## config.mk

```make
export PLATFORM = sky130hd
export DESIGN_NAME = rbg_front
export DESIGN_NICKNAME = d
export VERILOG_FILES = /design/src/rmsnorm_backward_gradient_assert.svh /design/src/rbg_pkg.sv /design/src/rbg_front.sv
export SDC_FILE = /design/constraint.sdc
export NUM_CORES = 1
export LEC_CHECK = 0
export BUFFER_PORTS_ARGS = -buffer_cell sky130_fd_sc_hd__buf_2
export CAP_MARGIN = 30
export CORE_MARGIN = 1.5
export CORE_UTILIZATION = 30
export DETAILED_ROUTE_END_ITERATION = 6
export PLACE_DENSITY_LB_ADDON = 0.15
export SETUP_SLACK_MARGIN = 0.5
export SLEW_MARGIN = 20
export SYNTH_ARGS = -nofsm -noshare
export SYNTH_HDL_FRONTEND = slang
export SYNTH_SLANG_ARGS = --single-unit
export TNS_END_PERCENT = 50
```

## constraint.sdc

```tcl
create_clock -name clk -period 22.3 [get_ports clk]
set_clock_uncertainty 0.05 [all_clocks]
set_input_delay 6.69 -clock clk [delete_from_list [all_inputs] [get_ports clk]]
set_output_delay 6.69 -clock clk [all_outputs]
set_load 0.005 [all_outputs]
```

## src/rmsnorm_backward_gradient_assert.svh

```systemverilog
// Assertion macros for the RMS-norm backward gradient block.
`ifndef RMSNORM_BACKWARD_GRADIENT_ASSERT_SVH
`define RMSNORM_BACKWARD_GRADIENT_ASSERT_SVH

// Same-cycle implication, clocked on clk, off during reset.
`define RBG_ASSERT_SAME(lbl, ante, cons) \
	lbl: assert property (@(posedge clk) disable iff (!arst_n) (ante) |-> (cons)) \
		else $error("rbg: same-cycle check failed");

// Next-cycle implication, clocked on clk, off during reset.
`define RBG_ASSERT_NEXT(lbl, ante, cons) \
	lbl: assert property (@(posedge clk) disable iff (!arst_n) (ante) |=> (cons)) \
		else $error("rbg: next-cycle check failed");

`endif

```

## src/rbg_pkg.sv

```systemverilog
// Shared types, constants and saturation helpers for the RMS-norm backward block.
package rbg_pkg;

	localparam int MAX_DIM = 4096;
	localparam int CNT_W   = $clog2(MAX_DIM + 1);
	localparam logic [63:0] EPS_Q20 = 64'd10;
	localparam logic [63:0] S64_MAX = 64'h7FFF_FFFF_FFFF_FFFF;
	localparam logic [63:0] S64_MIN = 64'h8000_0000_0000_0000;
	localparam logic [63:0] RECIP_NUM = 64'h1000_0000_0000_0000; // 2^60
	localparam logic [63:0] SQRT_BIT0 = 64'h4000_0000_0000_0000; // 2^62

	localparam logic MODE_ACC   = 1'b0;
	localparam logic MODE_APPLY = 1'b1;

	typedef struct packed {
		logic               mode;
		logic signed [31:0] x_value;
		logic signed [31:0] weight;
		logic signed [31:0] grad_out;
		logic signed [31:0] grad_x_in;
		logic signed [31:0] grad_w_in;
		logic               last;
	} rbg_item_t;

	typedef struct packed {
		logic empty;
		logic full;
	} rbg_fq_stat_t;

	typedef struct packed {
		logic idle;
		logic pop;
		logic load;
	} rbg_back_stat_t;

	typedef enum logic [4:0] {
		ST_IDLE, ST_GW, ST_XX, ST_PX, ST_ACC, ST_MEAN, ST_RECIP, ST_SQRT,
		ST_INV2, ST_INV3, ST_C3, ST_COEF, ST_INVG, ST_CX, ST_GX, ST_WINV, ST_OUT
	} rbg_state_t;

	function automatic logic [63:0] sat_add64(input logic [63:0] a, input logic [63:0] b);
		logic [64:0] s;
		s = {a[63], a} + {b[63], b};
		if (s[64] != s[63])
			return s[64] ? S64_MIN : S64_MAX;
		return s[63:0];
	endfunction

	function automatic logic [63:0] sat_sub64(input logic [63:0] a, input logic [63:0] b);
		logic [64:0] s;
		s = {a[63], a} - {b[63], b};
		if (s[64] != s[63])
			return s[64] ? S64_MIN : S64_MAX;
		return s[63:0];
	endfunction

	function automatic logic [31:0] sat32(input logic [63:0] v);
		if ((&v[63:31]) || (~|v[63:31]))
			return v[31:0];
		return v[63] ? 32'h8000_0000 : 32'h7FFF_FFFF;
	endfunction

endpackage

```

## src/rbg_front.sv

```systemverilog
// Input side: two-entry item queue between the port and the sequencer.
module rbg_front (
	input  logic                clk,
	input  logic                arst_n,
	input  logic                in_valid,
	output logic                in_ready,
	input  rbg_pkg::rbg_item_t  in_item,
	input  logic                pop,
	output rbg_pkg::rbg_item_t  head,
	output rbg_pkg::rbg_fq_stat_t stat
);
	import rbg_pkg::*;

	rbg_item_t  ent_q [2];
	logic       wr_ptr_q;
	logic       rd_ptr_q;
	logic [1:0] cnt_q;
	logic       push;

	assign push      = in_valid && in_ready;
	assign in_ready  = (cnt_q != 2'd2);
	assign stat.empty = (cnt_q == 2'd0);
	assign stat.full  = (cnt_q == 2'd2);
	assign head      = ent_q[rd_ptr_q];

	always_ff @(posedge clk) begin
		if (push)
			ent_q[wr_ptr_q] <= in_item;
	end

	always_ff @(posedge clk or negedge arst_n) begin
		if (!arst_n) begin
			wr_ptr_q <= 1'b0;
			rd_ptr_q <= 1'b0;
			cnt_q    <= 2'd0;
		end else begin
			if (push)
				wr_ptr_q <= ~wr_ptr_q;
			if (pop)
				rd_ptr_q <= ~rd_ptr_q;
			case ({push, pop})
				2'b10:   cnt_q <= cnt_q + 2'd1;
				2'b01:   cnt_q <= cnt_q - 2'd1;
				default: cnt_q <= cnt_q;
			endcase
		end
	end

endmodule

```

==> impl_metrics.ini, run 1 <==
[finish]
fin_area_um2 = 15700
post-route-util_pct = 39.5
final_cells = 1438
seqCellArea_um2 = 9830
drive_above_1_share_pct = 61.8
fin_nets = 1051
area_growth_pct = 29.5
multiInputGateArea_um2 = 2180
insertedDiodeCount = 0
nFillCells = 3767

[floorplan]
die_w_um = 204
die-area_um2 = 41700
ios = 331
core_um2 = 39800
start_util_pct = 30.5
rows = 73
die_h_um = 204

[placement]
placed_area_um2 = 14400
port-buffer-count = 330
place_congestion = 0.715
dpl.cell_count = 1367
dp_hpwl_um = 17400

[grt]
grt.overflow.total = 0
grt_pass1_vias = 6279
antenna_found_initial = 8
grt_pass1_wl_um = 38400
grt_usage_pct = 12.4
grt_max_degree = 68

[critical_path]
required_ns = 15.56
cp_max_fo = 58
worstSetupPathType = flop to primary output
cp_slowest_cell = buf_4
cp-start-kind = flop
worstSetupEndpointType = primary output
max_stage_delay_ns = 0.75
crit_path_frequent_cell = buf_4
cp.arrival_ns = 3.17
crit_chain = buf_4 > buf_16 > buf_4 > mux2_2 > buf_2

[yosys]
yosysTopAreaCellShare_pct = 80.1
yosysSeqAreaShare_pct = 80.9
syn_nets = 688
synth.distinct_cells = 14
avgSynthCellArea_um2 = 23.3
ys_top_cells_by_area = edfxtp_1 (80%), mux2_4 (8.6%), mux2_2 (8.5%)
yosys_warnings = 0
synth_area_leader_cell = edfxtp_1
ys_ff_latch = 328
syn_inst = 521
syn_area_um2 = 12200

[pwr]
powerDensity_nw_per_um2 = 132
vdd_drop_max_mv = 0.0826
p_leak_nw = 6.03

[drt]
wl_per_cell_um = 18.4
antenna_left = 0
drt_first_pass_iters = 4
wl_um = 26400
num_vias = 6110
via_per_inst = 4.25
drc = 0
drtIter0Drc = 249

[sta]
setup_viol = 0
fin_setup_tns_ns = 0
post-route-period-util_pct = 44.4
maxSlewHeadroom_pct = 40.3
min_period_ns = 9.91
rsz0062_at_grt = false
hold_viol = 0
slew_violations = 0
worstMarginPinSlew_ns = 0.896
max_freq_mhz = 101

[clock_tree]
cts_tree = done
clk_pin_slew_worst_paths_ns = 0.06
holdBufCountCts = 0
cts_made_buffers = 38
h-tree-depth = 2
cts_resized = 0
clock_latency_ns = 0.53
postCtsSetupBuffers = 0
root_buffer = clkbuf_16
cts_sinks = 328
clock_path_buffers = 3

[status]
status = finished clean

[flow_run]
maxCapViolations = 0

[min_path]
worstHoldPathType = flop to flop
[area by class of cell]
class	count	share of cell area [%]
Inverter	1	0.0239
Tap cell	525	4.18
Timing Repair Buffer	341	11.4
Multi-Input combinational cell	174	13.9
Clock buffer	47	6.67
Sequential cell	328	62.5
Clock inverter	22	1.34
[final timing paths]
path	to	slack (ns)	startpoint	cells past startpoint
setup reg to reg	ent_q[0][111]	19.24	cnt_q[0]	5
min in group asynchronous	cnt_q[1]	5.90	arst_n	1
setup / recovery	head[70]	12.39	rd_ptr_q	5
max in group asynchronous	rd_ptr_q	16.16	arst_n	1
hold reg to reg	cnt_q[1]	0.45	cnt_q[1]	1
hold / removal	cnt_q[1]	0.45	cnt_q[1]	1
[metrics by stage]
| stage | power, mW | hold slack (ns) | worst slack [ns] |
|---|---|---|---|
| after floorplan | 1.27 | 0.411 | 8.06 |
| after global placement | 1.48 | 0.432 | 12.66 |
| after detailed placement | 1.48 | 0.433 | 12.62 |
| after CTS | 2.11 | 0.442 | 12.02 |
| after global routing | 2.18 | 0.482 | 12.20 |
| final | 2.07 | 0.452 | 12.39 |
[routing by layer]
layer,vias to the layer above,GRT usage (%),part of all wire [%]
met1,2984,15.7,44
met2,247,18.6,45
met4,16,3.86,2.0
met3,51,5.87,9.5
li1,2812,-,-
met5,-,0,0.41
[cell usage in the layout, fill, tap and decap left out, types with 2 or more instances in the layout]
cell type   count
buf_2         330
bufinv_16       4
clkbuf_16      41
xnor2_1         3
clkinv_2       10
mux2_2         92
clkinv_1        5
nor2_1          2
buf_16          3
dfrtp_1         3
mux2_4         70
edfxtp_1      324
xor2_1          2
clkinvlp_4      3
buf_4           8
clkbuf_1        6
[logic make-up (layout without fill, tap and decap cells)]
logic type | Yosys count | count (layout) | share of synthesized area (%)
flip-flops | 328 | 328 | 80.9
multiplexers | 162 | 162 | 17.2
buffers and inverters | 19 | 411 | 1.24
AND/OR/NAND/NOR | 6 | 6 | 0.227
XOR/XNOR | 5 | 5 | 0.360
adder cells (fa/ha/maj) | 1 | 1 | 0.103
[critical path, delay by kind of cell, from the launching register on]
| kind | cells | cell delay [ns] |
|---|---|---|
| buffers and inverters | 4 | 1.51 |
| multiplexers | 1 | 0.42 |
| flip-flops | 1 | 0.58 |
[power by group]
part | total, mW | switching [mW] | internal [mW]
logic | 0.577 | 0.284 | 0.293
clock network | 0.619 | 0.239 | 0.380
registers | 0.880 | 0.0365 | 0.843
total | 2.07 | 0.559 | 1.52
[sequential cells by signal, indices dropped and copies added (netlist names)]
name      flops
cnt_q         2
rd_ptr_q      1
ent_q       324
wr_ptr_q      1
[cell usage after synthesis]
cell type	number
buf_6	9
and3_1	1
edfxtp_1	324
ha_1	1
xnor2_1	3
nand2b_1	1
mux2_4	70
nor2_1	3
mux2_2	92
buf_2	9
dfrtp_1	4
nand2_1	1
xor2_1	2
inv_1	1
No activity file was read; power rests on OpenSTA's default activity.
==> run 2, diff against run 1 <==
==> constraint.sdc (replaced) <==
create_clock -name clk -period 8.3 [get_ports clk]
set_clock_uncertainty 0.05 [all_clocks]
set_input_delay 2.49 -clock clk [delete_from_list [all_inputs] [get_ports clk]]
set_output_delay 2.49 -clock clk [all_outputs]
set_load 0.005 [all_outputs]
==> impl_metrics.ini, run 2 (synthesis results as in run 1) <==
[finish]
drive_above_1_share_pct = 61.3
area_growth_pct = 29.1
largest_register_ffs = 324
post-route-util_pct = 39.4
final_cell_mix = buf_2 (330), edfxtp_1 (324), mux2_2 (92), mux2_4 (70), clkbuf_16 (41)
fin_nets = 1048
largest-register = ent_q
final_common_cell = buf_2
top_regs = ent_q (324), cnt_q (2)

[critical_path]
regToRegEndpoint = ent_q[1][87]
required_ns = 5.76
cp.arrival_ns = 2.78
worstSetupPathType = flop to primary output
cp_max_fo = 58
r2r-start = cnt_q[0]
crit_path_end = head[70]
crit_start = rd_ptr_q
worstSetupEndpointType = primary output
r2r_cells = 3
cp-start-kind = flop
rrSetupSlack_ns = 6.00

[sta]
hold_viol = 0
min_period_ns = 5.32
max_freq_mhz = 188
slew_violations = 0
worstMarginPinSlew_ns = 0.934
rsz0062_at_grt = false
maxSlewHeadroom_pct = 37.7
fin_setup_tns_ns = 0
holdWs_ns = 0.455
setup_viol = 0
post-route-period-util_pct = 64.1

[flow_run]
maxCapViolations = 0

[pwr]
p_seq_share_pct = 43.2
switching_share_pct = 27.0
pwr-share-clk_pct = 29.4
total_power_mw = 5.52
p_leak_nw = 6.00
p_sw_mw = 1.49
powerDensity_nw_per_um2 = 352
power_frac_comb_pct = 27.3
vdd_drop_max_mv = 0.185
p_int_mw = 4.03

[grt]
grt_max_degree = 86
grt_pass1_vias = 6305
antenna_found_initial = 7
grt_pass1_wl_um = 38400
grt.overflow.total = 0
grt_usage_pct = 12.3

[floorplan]
ios = 331
rows = 73
die_w_um = 204
start_util_pct = 30.5
die_h_um = 204
core_um2 = 39800
die-area_um2 = 41700

[drt]
drc = 0
drtIter0Drc = 279
wl_um = 26200
via_per_inst = 4.25
num_vias = 6114
antenna_left = 0
drt_first_pass_iters = 4
wl_per_cell_um = 18.2

[clock_tree]
clock_path_buffers = 3
clock_latency_ns = 0.53
root_buffer = clkbuf_16
h-tree-depth = 2
postCtsSetupBuffers = 0
cts_sinks = 328
cts_resized = 0
clk_pin_slew_worst_paths_ns = 0.05
cts_tree = done
cts_made_buffers = 38
holdBufCountCts = 0

[status]
status = finished clean

[min_path]
worstHoldPathType = flop to flop

[placement]
port-buffer-count = 330
place_congestion = 0.700
dp_hpwl_um = 17100
run 2: worst min path at each step:
stage | start | end | slack (ns) | depth (start not counted)
2_1_floorplan | cnt_q[1] | cnt_q[1] | 0.41 | 1
3_3_place_gp | cnt_q[1] | cnt_q[1] | 0.45 | 1
3_5_place_dp | cnt_q[1] | cnt_q[1] | 0.45 | 1
4_1_cts | cnt_q[1] | cnt_q[1] | 0.46 | 1
5_1_grt | cnt_q[1] | cnt_q[1] | 0.51 | 1
6_report | cnt_q[1] | cnt_q[1] | 0.46 | 1
run 2: area by class of cell:
class	instances	area, um^2
diodes	4	10.0
clock buffers	45	1040
clock inverters	23	180
fillers	3741	24100
inverters	1	3.75
multi-input cells	174	2180
flip-flops and latches	328	9830
well taps	525	657
repair buffers	338	1780
run 2: per-stage QoR:
step	instance area (um^2)	cells	setup WS, ns
3_3_place_gp	14400	1364	3.45
6_report	15700	1438	2.98
2_1_floorplan	12200	521	0.996
4_1_cts	15700	1434	2.85
5_1_grt	15700	1437	2.78
3_5_place_dp	14500	1366	3.45
run 2: layer usage:
layer | wire (um) | vias to the layer above | global-route usage [%]
met5 | 48 | - | 0
met4 | 537 | 8 | 3.83
met3 | 2500 | 51 | 5.52
met2 | 11600 | 247 | 18.2
met1 | 11500 | 2997 | 16.0
li1 | - | 2811 | -
run 2: power groups by stage:
stage                     registers (mW)  clock network, mW  logic, mW
after CTS                           2.40               1.68       1.56
final                               2.39               1.62       1.51
after global placement              2.43                  0       1.53
after detailed placement            2.43                  0       1.55
after floorplan                     2.42                  0      0.966
after global routing                2.43               1.75       1.65
run 2: worst max-delay path, cell delays in order, from the launching register on:
cell and delay [ns]:
dfrtp_4 0.82, buf_4 0.82, mux2_2 0.41, buf_2 0.13
